$ cat config.mk
export PLATFORM = sky130hd
export DESIGN_NAME = srp_cell
export DESIGN_NICKNAME = d
export VERILOG_FILES = /design/src/refcounted_timed_slot_pool_unit_macros.svh /design/src/srp_pkg.sv /design/src/srp_cell.sv
export SDC_FILE = /design/constraint.sdc
export NUM_CORES = 1
export LEC_CHECK = 0
export BUFFER_PORTS_ARGS = -buffer_cell sky130_fd_sc_hd__buf_2
export CORE_UTILIZATION = 32
export DETAILED_ROUTE_END_ITERATION = 8
export MAX_ROUTING_LAYER = met4
export PLACE_DENSITY = 0.66
export SYNTH_ARGS = -nofsm -noshare
export SYNTH_HDL_FRONTEND = slang
export SYNTH_SLANG_ARGS = --single-unit
$ cat constraint.sdc
create_clock -name clock -period 7.85 [get_ports clock]
set_input_delay 0.785 -clock clock [delete_from_list [all_inputs] [get_ports clock]]
set_output_delay 0.785 -clock clock [all_outputs]
set_load 0.05 [all_outputs]
$ cat src/refcounted_timed_slot_pool_unit_macros.svh
// ----------------------------------------------------------------------------
// Assertion macros for the slot pool unit.
// Each macro checks on the rising clock edge and is disabled during reset.
// ----------------------------------------------------------------------------
`ifndef REFCOUNTED_TIMED_SLOT_POOL_UNIT_MACROS_SVH
`define REFCOUNTED_TIMED_SLOT_POOL_UNIT_MACROS_SVH

`ifndef SYNTHESIS

// A condition that must hold on every clock edge.
`define SRP_ASSERT_ALWAYS(lbl, cond) \
   lbl: assert property (@(posedge clock) disable iff (reset) (cond)) \
      else $error("slot pool assertion failed");

// A condition that, once seen, must be followed by another on the next edge.
`define SRP_ASSERT_NEXT(lbl, pre, post) \
   lbl: assert property (@(posedge clock) disable iff (reset) (pre) |=> (post)) \
      else $error("slot pool assertion failed");

`else

`define SRP_ASSERT_ALWAYS(lbl, cond)
`define SRP_ASSERT_NEXT(lbl, pre, post)

`endif

`endif

$ cat src/srp_pkg.sv
// ----------------------------------------------------------------------------
// Slot pool package
// Shared constants, the operation codes and the request token that travels
// down the chain of slot cells.
// ----------------------------------------------------------------------------
package srp_pkg;

   // Number of slots in the pool (1 to 64).
   localparam int SLOTS = 16;
   localparam int SLOT_W = (SLOTS > 1) ? $clog2(SLOTS) : 1;

   localparam logic [7:0] REFS_MAX = 8'd255;

   // Minus one second in Q32.16 marks that no tick has been seen.
   localparam logic signed [47:0] LAST_TICK_NONE = -48'sd65536;

   localparam logic signed [31:0] Q16_MIN = 32'sh8000_0000;
   localparam logic signed [31:0] Q16_MAX = 32'sh7FFF_FFFF;

   typedef enum logic [1:0] {
      MODE_ACQUIRE = 2'd0,
      MODE_ADD_REF = 2'd1,
      MODE_RELEASE = 2'd2,
      MODE_TICK    = 2'd3
   } mode_type;

   // One request on its way through the cells, with its partial result.
   typedef struct packed {
      logic               valid;
      mode_type           mode;
      logic [31:0]        node;
      logic signed [31:0] dur;
      logic [7:0]         slot;
      logic signed [31:0] dt;
      logic               granted;
      logic [7:0]         sidx;
      logic [7:0]         cnt;
      logic [6:0]         expired;
   } token_type;

endpackage

$ cat src/srp_cell.sv
// ----------------------------------------------------------------------------
// Slot pool cell
// Holds one slot (node id, remaining lifetime, reference count), applies the
// passing request to it and hands the token on to the next cell.
// ----------------------------------------------------------------------------
module srp_cell (
   input  logic                        clock,
   input  logic                        reset,
   input  logic                        advance,
   input  logic [srp_pkg::SLOT_W-1:0]  cell_idx,
   input  srp_pkg::token_type          tok_in,
   output srp_pkg::token_type          tok_out
);
   import srp_pkg::*;

   logic [31:0]        node_ff;
   logic [31:0]        node_in;
   logic signed [31:0] rem_ff;
   logic signed [31:0] rem_in;
   logic [7:0]         refs_ff;
   logic [7:0]         refs_in;
   logic               valid_ff;
   token_type          tok_ff;
   token_type          tok_nx;
   logic               live;
   logic               hit;
   logic signed [32:0] rem_diff;
   logic signed [31:0] rem_sat;

   // Lifetime after the elapsed time, saturated to Q16.16.
   always_comb begin
      rem_diff = {rem_ff[31], rem_ff} - {tok_in.dt[31], tok_in.dt};
      if (rem_diff[32] == rem_diff[31]) begin
         rem_sat = rem_diff[31:0];
      end else if (rem_diff[32]) begin
         rem_sat = Q16_MIN;
      end else begin
         rem_sat = Q16_MAX;
      end
   end

   // Apply the request to this slot.
   always_comb begin
      tok_nx  = tok_in;
      node_in = node_ff;
      rem_in  = rem_ff;
      refs_in = refs_ff;
      live    = (refs_ff != 8'd0);
      hit     = (tok_in.slot == 8'(cell_idx));
      case (tok_in.mode)
         MODE_ACQUIRE: begin
            if (!tok_in.granted && !live) begin
               node_in        = tok_in.node;
               rem_in         = tok_in.dur;
               refs_in        = 8'd1;
               tok_nx.granted = 1'b1;
               tok_nx.sidx    = 8'(cell_idx);
               tok_nx.cnt     = 8'd1;
            end
         end
         MODE_ADD_REF: begin
            if (hit && live) begin
               if (refs_ff != REFS_MAX) begin
                  refs_in = refs_ff + 8'd1;
               end
               tok_nx.cnt = refs_in;
            end
         end
         MODE_RELEASE: begin
            if (hit && live) begin
               refs_in = refs_ff - 8'd1;
               if (refs_in == 8'd0) begin
                  rem_in  = '0;
                  node_in = '0;
               end
               tok_nx.cnt = refs_in;
            end
         end
         MODE_TICK: begin
            if (live) begin
               rem_in = rem_sat;
               if (rem_sat <= 32'sd0) begin
                  refs_in = refs_ff - 8'd1;
                  if (refs_in == 8'd0) begin
                     rem_in  = '0;
                     node_in = '0;
                  end
                  tok_nx.expired = tok_in.expired + 7'd1;
               end
            end
         end
         default: begin
         end
      endcase
   end

   // Control state: reference count and token valid.
   always_ff @(posedge clock) begin
      if (reset) begin
         refs_ff  <= 8'd0;
         valid_ff <= 1'b0;
      end else if (advance) begin
         valid_ff <= tok_nx.valid;
         if (tok_in.valid) begin
            refs_ff <= refs_in;
         end
      end
   end

   // Slot payload and the token handed to the next cell.
   always_ff @(posedge clock) begin
      if (advance) begin
         tok_ff <= tok_nx;
         if (tok_in.valid) begin
            node_ff <= node_in;
            rem_ff  <= rem_in;
         end
      end
   end

   // The valid bit comes from the reset-cleared register.
   always_comb begin
      tok_out       = tok_ff;
      tok_out.valid = valid_ff;
   end

endmodule

# --- After elaboration in Yosys (flattened, before gate mapping) ---
# Cells that the tools add are included.
totals:
  inputBits: 138
  out_inout_bits: 131
  elab_cells: 63
  register_bits: 171
classes:
  n_eq_ne: 12
  order_cmp: 1
  muxes: 24
  add_sub_neg: 4
  reduce_logical: 10
op_table:
  columns: ["op", "n"]
  rows:
  - ["32-bit 2-to-1 mux", 8]
  - ["32-bit one-hot mux with 3 select lines", 1]
  - ["8-bit 2-to-1 mux", 8]
  - ["32-bit by 32-bit subtractor with 33-bit output", 1]
  - ["32-bit by 1-bit <= comparator with 1-bit output, second input constant", 1]
  - ["8-bit one-hot mux with 4 select lines", 1]
  - ["8-bit one-hot mux with 3 select lines", 1]
  - ["7-bit 2-to-1 mux", 3]
  - ["17-bit 2-to-1 mux", 1]
  - ["7-bit AND reduction", 2]
  - ["2-bit != test, second input constant", 6]
  - ["9-bit 2-to-1 mux", 1]
  - ["8-bit by 1-bit adder with 8-bit output, second input constant", 1]
  - ["8-bit by 4-bit equality test with 1-bit output", 1]
  - ["8-bit logical NOT", 1]
  - ["8-bit != test, second input constant", 1]
  - ["8-bit nonzero test", 1]
  - ["8-bit by 1-bit subtractor with 8-bit output, second input constant", 1]
  - ["7-bit by 1-bit adder with 7-bit output, second input constant", 1]
  - ["2-bit equality test, second input constant", 2]
  - ["3-bit nonzero test", 1]
  - ["2-bit by 1-bit equality test with 1-bit output, second input constant", 1]
  - ["1-bit logical AND", 2]
  - ["1-bit logical NOT", 2]
  - ["2 further kinds", 2]

# --- Logic depth before layout (Yosys ltp) ---
logic_depth:
  ltp_word: 7
  mapped_depth: 26
  mapped_depth_nobuf: 23

# --- Least setup slack after synthesis ---
# No wires, ideal clock.
synth_timing:
  path_kind: "input to register"
  start: "input port tok_in[44] (netlist bit)"
  end: "register rem_ff[16], data pin"
  slack_ns: 1.966
  cell_stages: 24
  path_buffers: 3
  t_arrival_ns: 5.627
  cell_sequence: "inv_1 ha_1 clkbuf_1 nand4_1 nor4_1 o21ai_0 nand3_1 o21a_1 o21ai_0 a21oi_1 o21ai_0 nand2b_1 xor2_1 ha_1 clkbuf_2 or4_1 a2111o_1 nor4_1 o2111ai_1 nor4_4 a2111oi_2 o31a_2 buf_2 a32o_1"
synth_via:
  elab_chain_len: 7
synth_lines:
  columns: ["element", "line", "rtl"]
  rows:
  - ["from (decl)", "srp_cell.sv:11", "input srp_pkg::token_type tok_in,"]
  - ["32-bit by 32-bit subtractor with 33-bit output *", "srp_cell.sv:32", "rem_diff = {rem_ff[31], rem_ff} - {tok_in.dt[31], tok_in.dt};"]
  - ["32-bit 2-to-1 mux or 1-bit equality test (tied branches)", "srp_cell.sv:35, srp_cell.sv:33", null]
  - ["32-bit 2-to-1 mux *", "srp_cell.sv:33", "if (rem_diff[32] == rem_diff[31]) begin"]
  - ["32-bit by 1-bit <= comparator with 1-bit output or 32-bit 2-to-1 mux (tied branches)", "srp_cell.sv:82, srp_cell.sv:84", null]
  - ["32-bit 2-to-1 mux *", "srp_cell.sv:82", "if (rem_sat <= 32'sd0) begin"]
  - ["32-bit 2-to-1 mux *", "srp_cell.sv:80", "if (live) begin"]
  - ["32-bit one-hot mux with 3 select lines *", "srp_cell.sv:50", "case (tok_in.mode)"]
  - ["named net rem_in[16]", "srp_cell.sv:19", "logic signed [31:0] rem_in;"]
  - ["to (signal assigned)", "srp_cell.sv:116", "rem_ff <= rem_in;"]
  - ["to (decl)", "srp_cell.sv:18", "logic signed [31:0] rem_ff;"]
# The timed path passes the listed nets; every way through them passes the cells marked *. The select of a mux whose other input is x is not followed.
# A chain may end at the register's enable or synchronous reset.

# --- Worst setup path in the final report ---
layout_timing:
  start: "input port tok_in[36] (netlist bit)"
  end: "register rem_ff[3], data pin"
# Same word-level chain as after synthesis.

==> results.cfg <==
[run_status]
status = finished, final reports clean

[clock_network]
clkTransAtPathRegs_ns = 0.07
clock_latency_ns = 0.43
ctsResizeCount = 0
hold_buffers = 0
cts-root-buf = clkbuf_16
cts_buffers = 17
cts_buffer_depth = 2
cts_tree = built
cts.sinks = 171
postCtsSetupBuffers = 0
h-tree-depth = 4

[floorplan]
io-pin-count = 269
core-area_um2 = 28090
rows = 61
die_h_um = 172.1
dieArea_um2 = 29620
initial_core_util_pct = 32.97
die_w_um = 172.1

[worst_setup_path]
crit_buf_inv = 3
slowest_stage = or4_1
arrival_ns = 6.79
slowest_delay_ns = 0.60
path_class = input pin to flop
cp_cell_sequence = buf_2 > inv_1 > ha_1 > a211oi_1 > o21bai_1 > a22oi_1 > nand3_1 > o21a_1 > o21ai_0 > a21oi_1 > o21ai_0 > nand2b_1 > xor2_1 > ha_1 > or4_1 > a2111o_1 > nor4_1 > o2111ai_1 > nor4_4 > a2111oi_2 > o31a_2 > nand2_1 > buf_4 > o2bb2ai_1
required_ns = 8.03
cp_top_family = compound AO/OA/AOI/OAI gates
r2r_cells = 22
endpoint_kind = flop
cp_max_fo = 15
cp_num_cells = 24
worstSetupStartpointType = input pin

[timing]
skew_ns = 0.01154
finalWorstSetupSlack_ns = 1.236
setup_viol = 0
hold_viol = 0
slew-limit-headroom_pct = 25.82
max_freq_ghz = 0.1512
drv_slew = 0
finalCritPeriodShare_pct = 84.26
worst_pin_slew_ns = 1.106
rsz0062_at_grt = false
tns_ns = 0
fin_crit_ns = 6.614

[drt]
drtIter0Drc = 544
drt_wl_total_mm = 26.23
routedWlPerCell_um = 17.71
drc = 0
vias = 7662
viasPerCell = 5.174
dr.pass1.iters = 5
antenna_left = 0

[power]
p_sw_mw = 0.8642
p_int_mw = 1.764
ir_drop_v = 0.0001051
leakage_nw = 4.660
combPwrFrac_pct = 24.6
seqPwrFrac_pct = 41.5
cellPowerDensity_nw_per_um2 = 227.4
clkPwrFrac_pct = 33.9
power.share.switching_pct = 32.88

[layout]
n_fill_cell = 2771
drive_above_1_share_pct = 31.24
final_core_util_pct = 41.16
layoutNonFillerInstCount = 1481
finalNetCount = 1266
area_growth_pct = 24.83

[global_route]
grt_usage_pct = 18.13
antenna_found_initial = 2
grt_pass1_vias = 7382
grt_pass1_wl_mm = 39.69
grt_max_degree = 71
grt.overflow.total = 0

[logic_synthesis]
synth_warnings = 0
avgSynthCellArea_um2 = 11.16
synth_edf_count = 162
async_flop_share_pct = 0
synth_nets = 1007
yosysSeqAreaShare_pct = 54.48
synth_ff_type = edfxtp_1
ys_seq_elements = 171
ys_types = 86
syn_area_um2 = 9260
netlist_instances = 830

[placed_design]
place_ws_ns = 0.8286
place_inst = 1448
port_buffers = 268
place_congestion = 0.9341
dpl.hpwl_mm = 19.98

[worst_hold_path]
worstHoldPathCells = 2
hp-class = flop to flop

[flow_run]
drv_cap = 0
[through the flow]
step	total power [mW]	hold slack [ns]	area, µm²
global route	2.748	0.5000	11560
detailed placement	1.755	0.4680	10950
global placement	1.750	0.4615	10950
finish	2.628	0.4756	11560
CTS	2.661	0.4808	11550
floorplan	1.568	0.4498	9260
[layout by cell type, fill, tap and decap left out, types with 16 or more instances in the layout]
| master | n |
|---|---|
| clkbuf_16 | 17 |
| nor2_1 | 61 |
| nand3_1 | 16 |
| xnor2_1 | 23 |
| o21ai_0 | 48 |
| edfxtp_1 | 162 |
| buf_2 | 267 |
| nand4_1 | 17 |
| inv_1 | 50 |
| ha_1 | 38 |
| o2bb2ai_1 | 21 |
| a21oi_1 | 59 |
| nand2_1 | 78 |
[worst min-delay path, stage by stage (launching register included)]
cell	delay [ns]
dfxtp_1	0.31
nand2b_1	0.06
a21oi_1	0.06
[registers in the layout, indices dropped and copies added (netlist names)]
name	cells
rem_ff	32
tok_out	130
refs_ff	8
valid_ff	1
[routing by layer]
layer / part of all wire [%] / GRT usage [%]
met1: 43 / 22.31
met2: 46 / 28.75
met3: 8.1 / 4.440
met4: 2.5 / 6.733
met5: 0 / -
[power by group through the flow]
stage / registers, mW / logic (mW) / clock network [mW]
CTS: 1.09 / 0.648 / 0.923
detailed placement: 1.11 / 0.645 / 0
global route: 1.10 / 0.697 / 0.954
finish: 1.09 / 0.647 / 0.891
floorplan: 1.30 / 0.270 / 0
global placement: 1.11 / 0.641 / 0
[cell families (layout without fill, tap and decap cells)]
family                   Yosys count  in the layout  synth area share, %
AND/OR/NAND/NOR                  246            246                13.05
AO/OA/AOI/OAI                    246            246                18.73
adder cells (fa/ha/maj)           39             39                5.351
flip-flops                       171            171                54.48
multiplexers                       8              8               0.9594
other                              0              2                    0
XOR/XNOR                          35             35                3.310
buffers and inverters             85            356                4.121
[cell usage after synthesis, types with 8 or more instances]
library cell  number  area, µm²
a211oi_1          13      97.59
a21o_1             8      60.06
a21oi_1           59      295.3
a31oi_1            9      56.30
clkbuf_1          20      75.07
dfxtp_1            9      180.2
edfxtp_1         162       4865
ha_1              38      475.5
inv_1             50      187.7
nand2_1           78      292.8
nand3_1           16      80.08
nand4_1           17      106.4
nor2_1            61      229.0
nor2b_1           10      62.56
nor3_1            13      65.06
o21a_1             9      67.56
o21ai_0           48      240.2
o2bb2ai_1         21      183.9
or3_1              8      50.05
xnor2_1           23      201.4
xor2_1            12      105.1
[area by class of cell]
cell class	instances	area, µm²	area share (%)
diodes	2	5.005	0.04329
clock buffers	17	425.4	3.680
clock inverters	14	182.7	1.580
inverters	51	191.4	1.656
multi-input cells	574	3845	33.26
flip-flops and latches	171	5045	43.64
well taps	378	473.0	4.091
repair buffers	274	1393	12.05
[final timing paths]
check	start	end	slack [ns]
hold reg to reg	valid_ff	valid_ff	0.48
hold / removal	valid_ff	valid_ff	0.48
setup / recovery	tok_in[36]	rem_ff[3]	1.24
setup reg to reg	rem_ff[18]	rem_ff[3]	1.32
Note: power is estimated with default switching activity, not from simulation.
