File: config.mk
export PLATFORM = sky130hd
export DESIGN_NAME = srp_entry
export DESIGN_NICKNAME = d
export VERILOG_FILES = /design/src/refcounted_timed_slot_pool_unit_macros.svh /design/src/srp_pkg.sv /design/src/srp_entry.sv
export SDC_FILE = /design/constraint.sdc
export NUM_CORES = 1
export LEC_CHECK = 0
export BUFFER_PORTS_ARGS = -buffer_cell sky130_fd_sc_hd__buf_4
export CORE_MARGIN = 2
export CORE_UTILIZATION = 53
export DETAILED_ROUTE_END_ITERATION = 8
export PLACE_DENSITY = 0.82
export SLEW_MARGIN = 15
export SYNTH_ARGS = -nofsm -noshare
export SYNTH_HDL_FRONTEND = slang
export SYNTH_SLANG_ARGS = --single-unit
File: constraint.sdc
create_clock -name clock -period 4.3 [get_ports clock]
set_input_delay 0.645 -clock clock [delete_from_list [all_inputs] [get_ports clock]]
set_output_delay 0.645 -clock clock [all_outputs]
set_load 0.05 [all_outputs]
File: src/refcounted_timed_slot_pool_unit_macros.svh
// ----------------------------------------------------------------------------
// Assertion macros for the slot pool unit.
// Each macro checks on the rising clock edge and is disabled during reset.
// ----------------------------------------------------------------------------
`ifndef REFCOUNTED_TIMED_SLOT_POOL_UNIT_MACROS_SVH
`define REFCOUNTED_TIMED_SLOT_POOL_UNIT_MACROS_SVH

`ifndef SYNTHESIS

// A condition that must hold on every clock edge.
`define SRP_ASSERT_ALWAYS(lbl, cond) \
   lbl: assert property (@(posedge clock) disable iff (reset) (cond)) \
      else $error("slot pool assertion failed");

// A condition that, once seen, must be followed by another on the next edge.
`define SRP_ASSERT_NEXT(lbl, pre, post) \
   lbl: assert property (@(posedge clock) disable iff (reset) (pre) |=> (post)) \
      else $error("slot pool assertion failed");

`else

`define SRP_ASSERT_ALWAYS(lbl, cond)
`define SRP_ASSERT_NEXT(lbl, pre, post)

`endif

`endif

File: src/srp_pkg.sv
// ----------------------------------------------------------------------------
// Slot pool package
// Shared constants, the operation codes and the request token that travels
// down the chain of slot cells.
// ----------------------------------------------------------------------------
package srp_pkg;

   // Number of slots in the pool (1 to 64).
   localparam int SLOTS = 16;
   localparam int SLOT_W = (SLOTS > 1) ? $clog2(SLOTS) : 1;

   localparam logic [7:0] REFS_MAX = 8'd255;

   // Minus one second in Q32.16 marks that no tick has been seen.
   localparam logic signed [47:0] LAST_TICK_NONE = -48'sd65536;

   localparam logic signed [31:0] Q16_MIN = 32'sh8000_0000;
   localparam logic signed [31:0] Q16_MAX = 32'sh7FFF_FFFF;

   typedef enum logic [1:0] {
      MODE_ACQUIRE = 2'd0,
      MODE_ADD_REF = 2'd1,
      MODE_RELEASE = 2'd2,
      MODE_TICK    = 2'd3
   } mode_type;

   // One request on its way through the cells, with its partial result.
   typedef struct packed {
      logic               valid;
      mode_type           mode;
      logic [31:0]        node;
      logic signed [31:0] dur;
      logic [7:0]         slot;
      logic signed [31:0] dt;
      logic               granted;
      logic [7:0]         sidx;
      logic [7:0]         cnt;
      logic [6:0]         expired;
   } token_type;

endpackage

File: src/srp_entry.sv
// ----------------------------------------------------------------------------
// Slot pool entry stage
// Keeps the time of the last tick, works out the elapsed time of a tick
// request and loads the request token at the head of the cell chain.
// ----------------------------------------------------------------------------
module srp_entry (
   input  logic                 clock,
   input  logic                 reset,
   input  logic                 advance,
   input  logic                 req_valid,
   input  srp_pkg::mode_type    req_mode,
   input  logic [31:0]          req_node,
   input  logic signed [31:0]   req_dur,
   input  logic [7:0]           req_slot,
   input  logic signed [47:0]   req_now,
   output srp_pkg::token_type   tok_out
);
   import srp_pkg::*;

   logic signed [47:0] last_tick_ff;
   logic signed [47:0] last_tick_in;
   logic signed [48:0] diff;
   logic signed [31:0] dt;
   logic               valid_ff;
   token_type          tok_ff;
   token_type          tok_in;

   // Elapsed time since the last tick, saturated to Q16.16.
   always_comb begin
      diff = {req_now[47], req_now} - {last_tick_ff[47], last_tick_ff};
      if (last_tick_ff[47]) begin
         dt = '0;
      end else if (diff[48:31] == {18{diff[48]}}) begin
         dt = diff[31:0];
      end else if (diff[48]) begin
         dt = Q16_MIN;
      end else begin
         dt = Q16_MAX;
      end
   end

   // A tick request replaces the stored time.
   always_comb begin
      last_tick_in = last_tick_ff;
      if (advance && req_valid && (req_mode == MODE_TICK)) begin
         last_tick_in = req_now;
      end
   end

   // Build the token with an empty partial result.
   always_comb begin
      tok_in.valid   = req_valid;
      tok_in.mode    = req_mode;
      tok_in.node    = req_node;
      tok_in.dur     = req_dur;
      tok_in.slot    = req_slot;
      tok_in.dt      = dt;
      tok_in.granted = 1'b0;
      tok_in.sidx    = (req_mode == MODE_ACQUIRE) ? 8'd0 : req_slot;
      tok_in.cnt     = 8'd0;
      tok_in.expired = 7'd0;
   end

   // Control state: last tick time and token valid.
   always_ff @(posedge clock) begin
      if (reset) begin
         last_tick_ff <= LAST_TICK_NONE;
         valid_ff     <= 1'b0;
      end else begin
         last_tick_ff <= last_tick_in;
         if (advance) begin
            valid_ff <= tok_in.valid;
         end
      end
   end

   // Token payload.
   always_ff @(posedge clock) begin
      if (advance) begin
         tok_ff <= tok_in;
      end
   end

   // The valid bit comes from the reset-cleared register.
   always_comb begin
      tok_out       = tok_ff;
      tok_out.valid = valid_ff;
   end

endmodule

# Word level (Yosys, flattened, before mapping)
# Cells that the tools add are included.
# classes
n_addsub,1
n_eq_ne,2
n_mux,2
n_reduce_logical,3
# op_table
operator,count
$mux W32,2
$sub A48 B48 Y49,1
$eq A17 B17 Y1,1
$eq A2 B2 Y1 const B,1
$logic_and A1 B1 Y1,2
$logic_not A2 Y1,1
# totals
ff_bits,163
input_bits,126
output_inout_bits,131
wordCells,16

# Logic depth before layout (Yosys ltp)
# Gate-level depths: netlist (run 1).
# depth
word_depth,3
mapped_depth,17
ltp_nobuf,15

# Worst setup path before layout (run 1)
# No wires, ideal clock.
# synth_timing
path_type,input-to-reg
from,input port req_now[0]
to,"register tok_ff, in the netlist tok_out[25] (data pin)"
setup_time_ns,0.254
t_arrival_ns,3.704
required_ns,4.046
setup_slack_ns,0.343
stages,17
path_cell_list,inv_1 ha_1 inv_1 fa_1 a21o_1 a221oi_2 o31ai_1 nor4b_2 or2_1 a221oi_2 nor3_1 a211o_1 nor4b_2 and3_1 buf_4 buf_6 a21o_1
# synth_via
elab_chain_len,3
# synth_rtl
item,line,source
from (decl),srp_entry.sv:15,"input logic signed [47:0] req_now,"
$sub A48 B48 Y49 *,srp_entry.sv:30,"diff = {req_now[47], req_now} - {last_tick_ff[47], last_tick_ff};"
$eq A17 B17 Y1 or $mux W32 (tied branches),"srp_entry.sv:33, srp_entry.sv:35",
$mux W32 *,srp_entry.sv:33,end else if (diff[48:31] == {18{diff[48]}}) begin
to (signal assigned),srp_entry.sv:80,tok_ff <= tok_in;
to (decl),srp_entry.sv:25,token_type tok_ff;
# Mark *: on every way between the ends. The rest lies on a longest branch, timed or not.
# A chain may end at the register's enable or synchronous reset.

# Worst setup path after layout (run 1)
# layout_timing
from,input port req_now[0]
to,"register tok_ff, in the netlist tok_out[45] (data pin)"
# The elaborated chain is that of the path after synthesis.

==> out/results.tsv, run 1 <==
stage	metric	value	unit
critical_path	Critical path buffers and inverters	5	
layout	fin util	0.710	
pwr	switch share	0.318	
layout	layout cell share with drive strength beyond 1	0.283	
sta	Final Hold Fails	0	
clocking	htree depth	4	
synth	number of synthesized flops with an enable pin	114	
synth	Unique masters post-synth	71	
global_route	vias in the first global route	7355	
clocking	Post-CTS Resized	0	
floorplan	core area	16600	um^2
synth	syn avg cell area	10.1	um^2
global_route	initial antenna violation count	1	
pwr	Leak	0.00545	uW
critical_path	Stages on worst setup path	18	
critical_path	Critical-path top delay cell	or4b_1	
synth	Synth Flop Type	edfxtp_1	
placement	dpl ws	-0.0200	ns
drt	routed wire length	27200	um
drt	drt via density	5.65	
sta	hold_ws	0.386	ns
synth	post-synthesis register bit count	163	
sta	Slew HR	0.240	
critical_path	WP data required	4.48	ns
floorplan	Die Span X	134	um
sta	max-slew violation count	0	
synth	Post-synth ARST share	0	
drt	drc violations	0	
sta	worst setup margin	0.371	ns
pwr	P_int	3020	uW
drt	antenna viol nets, final	0	
sta	endpoints failing setup	0	
floorplan	Die Height	134	um
pwr	Seq pwr share	0.408	
clocking	Root Driver	clkbuf_16	
flow_run	maxcap violations	0	
placement	Detailed Place HPWL	20900	um
critical_path	worst-path cell chain	buf_4 -> inv_1 -> ha_1 -> inv_1 -> fa_1 -> a21o_1 -> a221oi_2 -> buf_4 -> o31ai_1 -> nor4b_2 -> o21a_1 -> or4b_1 -> o211ai_2 -> o32ai_1 -> nor4b_2 -> a31oi_2 -> buf_12 -> a21o_1	
synth	register area share after synthesis	0.488	
critical_path	Crit path max-delay family	compound AO/OA/AOI/OAI gates	
layout	FILL cells	1266	
sta	Tightest Pin Transition	1.14	ns
critical_path	Reg2Reg Setup Slack	0.41	ns
critical_path	worst r2r src	last_tick_ff[0]$_SDFFE_PP0P_	
global_route	pin count of the biggest net entering global routing	89	
placement	Final Wtd Congestion	0.953	
synth	Yosys warnings	0	
drt	DRT iter0 DRCs	621	
global_route	global-route wire length before repair	41400	um
critical_path	Crit Reg-Reg Endpoint	tok_out[45]$_SDFFCE_PP0P_	
pwr	Clock Power Share	0.366	
critical_path	CP arrival	4.11	ns
status	status	completed	
critical_path	WS Path Type	input pin to register	
sta	RSZ-0062 raised after global routing	no	
sta	Clock Skews	0.0111	ns
critical_path	CP Capture Point	tok_out[45]$_SDFFCE_PP0P_	
critical_path	nature of the critical path startpoint	input pin	
clocking	TritonCTS clock tree	built	
critical_path	largest stage delay on the critical path	0.49	ns
min_path	Tightest Hold Check Type	input pin to register	
clocking	Max Buffers Root-to-Sink	2	
critical_path	CP Launch Point	req_now[0]	
drt	Wirelength per Cell	19.8	um
drt	Via Count	7769	
sta	Tcrit/Tclk final	0.914	
synth	Syn Std Cell Area	9020	um^2
clocking	Worst-path clk slew	0.07	ns
global_route	Congestion Overflow GR	0	
pwr	Comb power frac	0.226	
clocking	TritonCTS Buffers	17	
clocking	CTS Hold Buffers Added	0	
floorplan	row count	47	
critical_path	Worst Reg-to-Reg Cells	16	
layout	area grow syn2layout	30.5	%
placement	port buffer count	240	
pwr	Worst VDD drop	0.272	mV
global_route	GRT Overall Usage	0.301	
pwr	Tot Pwr	4420	uW
clocking	postcts setup bufs	0	
critical_path	crit path max fanout	23	
pwr	PD cells	376	nW/um^2
critical_path	CP Capture Type	register	
layout	fin nets	1316	
floorplan	Initial Util	0.544	
floorplan	Die Area	18100	um^2
floorplan	IO Pins	257	
sta	max frequency	255	MHz
pwr	Net Sw Power	1410	uW
clocking	clk sinks	163	
synth	cell count after synthesis	891	
clocking	latest clock arrival within the worst-skew pair	0.43	ns
drt	drt first pass iters	7	
sta	crit path time final	3.93	ns
[Yosys cell counts, drive strengths merged, types with 3 or more instances]
master / number / area share
a21oi: 68 / 0.038
dfxtp: 49 / 0.11
ha: 48 / 0.067
clkbuf: 31 / 0.013
a21boi: 5 / 0.0042
nor2: 76 / 0.032
o31ai: 3 / 0.0025
nor2b: 12 / 0.0083
a211oi: 3 / 0.0025
a211o: 36 / 0.035
o211ai: 6 / 0.0055
or2: 6 / 0.0042
o22ai: 4 / 0.0028
edfxtp: 114 / 0.38
nor4: 5 / 0.0035
a31o: 3 / 0.0029
o21a: 8 / 0.0067
or3: 3 / 0.0021
and3: 8 / 0.0055
a21o: 52 / 0.043
xnor2: 23 / 0.022
nand2b: 4 / 0.0028
xor2: 16 / 0.016
inv: 60 / 0.025
buf: 30 / 0.024
nor3: 11 / 0.0061
nand2: 77 / 0.032
o21ai: 31 / 0.017
mux2i: 4 / 0.0044
nand4: 20 / 0.014
a221oi: 3 / 0.0050
and4: 4 / 0.0039
and2: 8 / 0.0055
a31oi: 10 / 0.0069
a221o: 3 / 0.0033
nand3: 8 / 0.0044
o21bai: 6 / 0.0050
a22o: 3 / 0.0029
[area by class of cell]
type                       instances  area [um^2]  share of cell area
sequential                       163         4400               0.374
multi-input combinational        622         4120               0.350
timing repair buffer             277         2120               0.180
clock buffer                      17          425              0.0361
tap                              220          275              0.0234
inverter                          60          225              0.0191
clock inverter                    15          205              0.0174
antenna                            1         2.50            0.000212
[placed cells by master, fill, tap and decap left out, drive strengths merged, types with 20 or more instances in the layout]
cell type and instances:
a21o 52, nor2 76, o21ai 31, nand2 77
edfxtp 114, inv 68, buf 277, ha 48
xnor2 23, a21oi 68, a211o 36, dfxtp 49
nand4 20
[kinds of logic after synthesis]
family / share of synthesized area
AO/OA/AOI/OAI: 0.202
XOR/XNOR: 0.0379
adder cells (fa/ha/maj): 0.0688
buffers and inverters: 0.0620
flip-flops: 0.488
multiplexers: 0.00569
other: 0.000416
AND/OR/NAND/NOR: 0.135
[per-layer routing]
| layer | global-route usage | vias up | routed length, um |
|---|---|---|---|
| li1 | - | 3727 | - |
| met1 | 0.383 | 3673 | 11000 |
| met2 | 0.506 | 323 | 13400 |
| met3 | 0.0706 | 46 | 2110 |
| met4 | 0.107 | 0 | 759 |
| met5 | 0 | - | 0 |
[state kept, by name (all words and copies together), names as in the netlist]
| signal | count |
|---|---|
| last_tick_ff | 48 |
| tok_out | 114 |
| valid_ff | 1 |
[stage by stage]
stage | instance area [um^2] | setup TNS [ns] | std cells
floorplan | 9080 | 0 | 906
global placement | 11100 | 0 | 1342
detailed placement | 11100 | -0.258 | 1342
CTS | 11800 | 0 | 1374
global route | 11800 | 0 | 1375
finish | 11800 | 0 | 1375
[power by group through the flow]
stage	clock, uW	sequential, uW	combinational [uW]
after floorplan	0	2110	371
after global placement	0	1840	984
after detailed placement	0	1840	991
after CTS	1640	1810	997
after global routing	1690	1810	1060
final	1620	1810	1000
[worst min path at each step]
stage / startpoint / endpoint / slack, ns / depth (start not counted)
finish: req_dur[7] / tok_out[71]$_DFFE_PP_ / 0.39 / 1
global route: req_dur[25] / tok_out[89]$_DFFE_PP_ / 0.37 / 1
CTS: req_dur[7] / tok_out[71]$_DFFE_PP_ / 0.37 / 1
detailed placement: last_tick_ff[14]$_SDFFE_PP0P_ / last_tick_ff[14]$_SDFFE_PP0P_ / 0.45 / 2
global placement: last_tick_ff[8]$_SDFFE_PP0P_ / last_tick_ff[8]$_SDFFE_PP0P_ / 0.44 / 2
floorplan: last_tick_ff[10]$_SDFFE_PP0P_ / last_tick_ff[10]$_SDFFE_PP0P_ / 0.44 / 2
[worst reg2reg max path, stage by stage (launching register included)]
cell and delay (ns):
dfxtp_1 0.34, ha_1 0.16, inv_1 0.05, fa_1 0.38, a21o_1 0.19, a221oi_2 0.20, buf_4 0.17, o31ai_1 0.11
nor4b_2 0.19, o21a_1 0.19, or4b_1 0.49, o211ai_2 0.12, o32ai_1 0.13, nor4b_2 0.37, a31oi_2 0.19, buf_12 0.20
a21o_1 0.18
Note: power is estimated with default switching activity, not from simulation.
==> run 2, diff against run 1 <==
--- a/config.mk
+++ b/config.mk
@@ -9,7 +9,8 @@
 export CORE_MARGIN = 2
 export CORE_UTILIZATION = 53
 export DETAILED_ROUTE_END_ITERATION = 8
-export PLACE_DENSITY = 0.82
+export GPL_TIMING_DRIVEN = 0
+export PLACE_DENSITY = 0.81
 export SLEW_MARGIN = 15
 export SYNTH_ARGS = -nofsm -noshare
 export SYNTH_HDL_FRONTEND = slang
==> run 2 against run 1 <==
  * Critical path depth is the same
  * Combinational power is essentially flat
  * Largest power group unchanged
  * Clock skew grew 0.0018 ns
  * Critical endpoint is now tok_out[47]$_SDFFCE_PP0P_
  * Largest cell class unchanged
  * First-iteration DRC count shrank 23%
==> out/results.tsv, run 2 (synthesized netlist as in run 1, its figures left out) <==
stage	metric	value	unit
flow_run	maxcap violations	0	
layout	FILL cells	1287	
sta	RSZ-0062 raised after global routing	yes	
pwr	Leak	0.00547	uW
drt	drt first pass iters	5	
floorplan	Initial Util	0.544	
sta	Tcrit/Tclk final	0.987	
placement	Detailed Place HPWL	20400	um
clocking	latest clock arrival within the worst-skew pair	0.45	ns
drt	routed wire length	26400	um
min_path	Tightest Hold Check Type	input pin to register	
floorplan	row count	47	
global_route	Congestion Overflow GR	0	
critical_path	CP arrival	4.43	ns
layout	commonest non-fill, non-tap cell in the layout	buf_4	
sta	max frequency	236	MHz
clocking	TritonCTS Buffers	17	
global_route	initial antenna violation count	0	
sta	endpoints failing setup	0	
clocking	htree depth	4	
layout	fin util	0.718	
sta	Clock Skews	0.0129	ns
pwr	PD cells	370	nW/um^2
clocking	TritonCTS clock tree	built	
placement	Final Wtd Congestion	0.942	
sta	max-slew violation count	0	
floorplan	Die Height	134	um
sta	crit path time final	4.24	ns
clocking	clk sinks	163	
global_route	GRT Overall Usage	0.285	
layout	layout cell share with drive strength beyond 1	0.277	
drt	drc violations	0	
drt	Via Count	7903	
layout	fin nets	1341	
clocking	Worst-path clk slew	0.08	ns
layout	Antenna Cells	0	
clocking	Root Driver	clkbuf_16	
critical_path	WS Path Type	input pin to register	
floorplan	IO Pins	257	
sta	Tightest Pin Transition	1.06	ns
global_route	global-route wire length before repair	39500	um
floorplan	Die Area	18100	um^2
global_route	pin count of the biggest net entering global routing	118	
critical_path	WP data required	4.49	ns
layout	area grow syn2layout	31.9	%
critical_path	nature of the critical path startpoint	input pin	
drt	DRT iter0 DRCs	480	
layout	max FFs per register	114	
drt	antenna viol nets, final	0	
clocking	CTS Hold Buffers Added	0	
critical_path	crit path max fanout	10	
layout	commonest non-fill, non-tap cells in the layout	buf_4 (261), edfxtp_1 (114), nand2_1 (77), nor2_1 (76), a21oi_1 (67)	
pwr	Worst VDD drop	0.290	mV
sta	setup_tns	0	ns
sta	Slew HR	0.291	
clocking	Max Buffers Root-to-Sink	2	
drt	drt via density	5.65	
status	status	completed	
floorplan	core area	16600	um^2
sta	Final Hold Fails	0	
drt	Wirelength per Cell	18.9	um
global_route	vias in the first global route	7284	
placement	port buffer count	239	
floorplan	Die Span X	134	um
critical_path	CP Capture Type	register	
## run 2: changes by cell type in the layout (fill, tap and decap cells not counted), sizes merged
| cell | delta |
|---|---|
| inv | -1 |
| clkbuf | +30 |
| diode | -1 |
| clkinvlp | +1 |
| clkinv | +1 |
| buf | -5 |
| bufinv | -1 |
## run 2: final cells by class
| class | instances | area [um^2] | share of cell area |
|---|---|---|---|
| multi-input combinational | 622 | 4210 | 0.354 |
| clock buffer | 17 | 425 | 0.0357 |
| clock inverter | 15 | 204 | 0.0171 |
| timing repair buffer | 243 | 1830 | 0.154 |
| sequential | 163 | 4400 | 0.370 |
| buffer | 59 | 332 | 0.0279 |
| inverter | 60 | 225 | 0.0189 |
| tap | 220 | 275 | 0.0231 |
## run 2: critical path: stages
cell,delay [ns]
buf_4,0.12
inv_1,0.05
ha_1,0.17
inv_1,0.06
fa_1,0.41
a21o_1,0.22
a221oi_4,0.35
o31ai_2,0.17
nor4b_2,0.21
o21a_1,0.22
or4b_1,0.50
o211ai_2,0.14
o32ai_1,0.15
nor4b_2,0.25
buf_4,0.16
a31oi_4,0.15
buf_2,0.24
a21o_1,0.20
## run 2: final timing paths
| kind | startpoint | endpoint | slack, ns | cells past startpoint |
|---|---|---|---|---|
| setup / recovery | req_now[0] | tok_out[47]$_SDFFCE_PP0P_ | 0.06 | 18 |
| setup reg to reg | last_tick_ff[0]$_SDFFE_PP0P_ | tok_out[47]$_SDFFCE_PP0P_ | 0.08 | 16 |
| hold reg to reg | last_tick_ff[2]$_SDFFE_PP0P_ | last_tick_ff[2]$_SDFFE_PP0P_ | 0.46 | 2 |
| hold / removal | req_dur[15] | tok_out[79]$_DFFE_PP_ | 0.37 | 1 |
## run 2: report_power, final
part	total [uW]	internal [uW]	switching [uW]
combinational	1010	347	666
sequential	1800	1780	26.0
clock	1590	848	746
total	4410	2970	1440
## run 2: what timing repair did
| item | 4_1_cts | 5_1_grt |
|---|---|---|
| endpoints found under the setup margin | 30 | 30 |
| cloned | 0 | 0 |
| setup buffers | 1 | 3 |
| pin swaps | 1 | 4 |
| gates resized for setup | 4 | 12 |
## run 2: metrics by stage
| stage | hold WS [ns] | power, uW | area [um^2] | instances | setup WS (ns) |
|---|---|---|---|---|---|
| 6_report | 0.373 | 4410 | 11900 | 1399 | 0.0574 |
| 5_1_grt | 0.369 | 4560 | 11900 | 1399 | -0.0277 |
| 4_1_cts | 0.369 | 4400 | 11800 | 1398 | 0.0269 |
| 3_5_place_dp | 0.447 | 2820 | 11200 | 1365 | -0.742 |
| 3_3_place_gp | 0.444 | 2800 | 11100 | 1365 | -0.752 |
| 2_1_floorplan | 0.436 | 2480 | 9080 | 906 | 0.343 |
## run 2: per-layer routing
layer | vias up | share of wire | GRT usage
met5 | - | 0 | 0
met4 | 0 | 0.032 | 0.116
met3 | 52 | 0.073 | 0.0541
met2 | 346 | 0.49 | 0.491
met1 | 3731 | 0.40 | 0.354
li1 | 3774 | - | -
==> run 3, diff against run 2 <==
--- a/config.mk
+++ b/config.mk
@@ -5,9 +5,10 @@
 export SDC_FILE = /design/constraint.sdc
 export NUM_CORES = 1
 export LEC_CHECK = 0
+export ABC_AREA = 1
 export BUFFER_PORTS_ARGS = -buffer_cell sky130_fd_sc_hd__buf_4
 export CORE_MARGIN = 2
-export CORE_UTILIZATION = 53
+export CORE_UTILIZATION = 54
 export DETAILED_ROUTE_END_ITERATION = 8
 export GPL_TIMING_DRIVEN = 0
 export PLACE_DENSITY = 0.81
==> run 3 against run 2 <==
  * Cell count grew 29%
  * Register-to-register slack gained 0.93 ns
  * Utilization shrank 2.6 points
  * Clock power shrank 8%
  * Setup slack gained 0.89 ns
  * Non-clock buffer count shrank 15
  * Die area grew 10%
  * Critical path type unchanged
  * Largest power group unchanged
==> out/results.tsv, run 3 <==
stage	metric	value	unit
synth	Post-synth ARST share	0	
clocking	Worst-path clk slew	0.07	ns
clocking	TritonCTS Buffers	17	
synth	Syn Std Cell Area	10100	um^2
global_route	pin count of the biggest net entering global routing	118	
clocking	Root Driver	clkbuf_16	
critical_path	cell mode on critical path	nand2_1	
critical_path	WP data required	4.46	ns
critical_path	CP arrival	3.51	ns
drt	Via Count	9492	
layout	fin nets	1735	
synth	post-synthesis register bit count	163	
critical_path	Critical path buffers and inverters	4	
critical_path	WS Path Type	input pin to register	
pwr	Leak	0.00645	uW
floorplan	core area	18600	um^2
sta	crit path time final	3.35	ns
sta	RSZ-0062 raised after global routing	no	
pwr	Worst VDD drop	0.273	mV
floorplan	Die Height	141	um
floorplan	Die Span X	141	um
global_route	vias in the first global route	8903	
floorplan	IO Pins	257	
critical_path	largest stage delay on the critical path	0.45	ns
layout	register area	4400	um^2
synth	cell count after synthesis	1287	
synth	most common cell in the synthesized netlist	nand2_1	
synth	number of synthesized flops with an enable pin	114	
drt	routed wire length	32300	um
synth	most frequent cells after synthesis	nand2_1 (340), inv_1 (218), edfxtp_1 (114), a21oi_1 (100), nor2_1 (85)	
min_path	Tightest Hold Check Type	input pin to register	
synth	Synth Flop Type	edfxtp_1	
sta	Tightest Pin Transition	1.02	ns
floorplan	Die Area	19900	um^2
status	status	completed	
synth	Area contributors post-synth	edfxtp_1 (34%), nand2_1 (13%), dfxtp_1 (9.7%)	
drt	drt first pass iters	5	
critical_path	worst-path cell chain	buf_4 -> inv_1 -> ha_1 -> inv_1 -> fa_1 -> nand2_1 -> nand3_1 -> nand3_1 -> nand2_2 -> nand2_1 -> nand2_2 -> nand2_2 -> nand4_1 -> nand2_4 -> nand2_1 -> nand2_1 -> nand3_2 -> nor2_4 -> nand3_2 -> nand2_4 -> buf_12 -> a21oi_2	
global_route	initial antenna violation count	2	
sta	setup_tns	0	ns
global_route	Congestion Overflow GR	0	
drt	antenna viol nets, final	0	
clocking	htree depth	4	
clocking	clk sinks	163	
synth	register area share after synthesis	0.434	
layout	max FFs per register	114	
floorplan	Initial Util	0.546	
synth	Synth top area share	0.337	
synth	Unique masters post-synth	42	
layout	FILL cells	1558	
floorplan	row count	50	
placement	port buffer count	239	
clocking	CTS Hold Buffers Added	0	
layout	layout cell share with drive strength beyond 1	0.236	
layout	commonest non-fill, non-tap cells in the layout	nand2_1 (340), buf_4 (259), inv_1 (218), edfxtp_1 (114), a21oi_1 (100)	
layout	multi-input logic area	4580	um^2
layout	commonest non-fill, non-tap cell in the layout	nand2_1	
global_route	global-route wire length before repair	48100	um
critical_path	nature of the critical path startpoint	input pin	
clocking	Max Buffers Root-to-Sink	2	
flow_run	maxcap violations	0	
sta	Final Hold Fails	0	
sta	endpoints failing setup	0	
clocking	TritonCTS clock tree	built	
drt	DRT iter0 DRCs	684	
clocking	Post-CTS Resized	0	
placement	DP Area	12300	um^2
critical_path	Crit path max-delay family	simple AND/OR/NAND/NOR gates	
placement	Final Wtd Congestion	0.940	
pwr	PD cells	345	nW/um^2
synth	Yosys warnings	0	
drt	drc violations	0	
placement	Detailed Place HPWL	26300	um
critical_path	crit path max fanout	10	
clocking	latest clock arrival within the worst-skew pair	0.44	ns
clocking	postcts setup bufs	0	
drt	Wirelength per Cell	17.9	um
synth	area leader, netlist	edfxtp_1	
sta	max-slew violation count	0	
synth	syn avg cell area	7.89	um^2
sta	Tcrit/Tclk final	0.779	
critical_path	Critical-path top delay cell	fa_1	
critical_path	CP Capture Type	register	
drt	drt via density	5.25	
global_route	GRT Overall Usage	0.320	
layout	area grow syn2layout	26.7	%
sta	max frequency	299	MHz
layout	Design Area, Final	12900	um^2
sta	Slew HR	0.320	
sta	Clock Skews	0.0109	ns
[run 3: cell types whose count changed in the layout (fill, tap and decap cells not counted), moves of 33 or more]
| cell | change |
|---|---|
| inv_1 | +158 |
| nand2_1 | +263 |
| nand3_1 | +35 |
| a21o_1 | -52 |
| a21oi_1 | +33 |
| a211o_1 | -36 |
[run 3: path summary, 6_finish.rpt]
kind | from | cells past startpoint | end | slack [ns]
worst max register to register | last_tick_ff[38]$_SDFFE_PP1P_ | 17 | tok_out[54]$_SDFFCE_PP0P_ | 1.01
worst min-delay path | req_dur[18] | 1 | tok_out[82]$_DFFE_PP_ | 0.38
worst max-delay path | req_now[0] | 22 | tok_out[54]$_SDFFCE_PP0P_ | 0.95
worst min register to register | last_tick_ff[13]$_SDFFE_PP0P_ | 2 | last_tick_ff[13]$_SDFFE_PP0P_ | 0.46
[run 3: area by class of cell]
class                      instances  share of cell area
buffer                            48              0.0278
antenna                            2            0.000389
clock inverter                    13             0.00973
tap                              234              0.0228
multi-input combinational        861               0.356
clock buffer                      19              0.0337
sequential                       163               0.343
timing repair buffer             239               0.140
inverter                         230              0.0671
[run 3: logic make-up (layout without fill, tap and decap cells)]
| logic type | after synthesis | count (layout) | share of synthesized area |
|---|---|---|---|
| AOI/OAI and AO/OA | 208 | 208 | 0.117 |
| xor gates and xnor gates | 30 | 30 | 0.0259 |
| adders and majority gates | 49 | 49 | 0.0612 |
| buffers and inverters | 278 | 549 | 0.120 |
| DFF | 163 | 163 | 0.434 |
| other | 1 | 18 | 0.000370 |
| and+or+nand+nor | 558 | 558 | 0.241 |
[run 3: power by group]
group          switching [uW]  total [uW]  internal [uW]
combinational             797        1160            363
clock                     702        1460            762
sequential               29.4        1810           1780
[run 3: metrics by stage]
stage           util  setup slack [ns]  hold WS [ns]  power (uW)  std cells
2_1_floorplan      -              1.16         0.433        2590       1302
3_3_place_gp   0.662             0.438         0.445        2970       1775
3_5_place_dp   0.662             0.536         0.449        2990       1775
4_1_cts        0.692             0.970         0.380        4440       1807
5_1_grt        0.692             0.753         0.373        4580       1809
6_report       0.692             0.952         0.382        4430       1809
[run 3: layer usage]
metal / track usage / wire (um) / up-vias
met1: 0.381 / 12700 / 4378
met4: 0.106 / 1010 / 0
met3: 0.0662 / 2310 / 52
met5: 0 / 0 / -
li1: - / - / 4681
met2: 0.576 / 16300 / 381
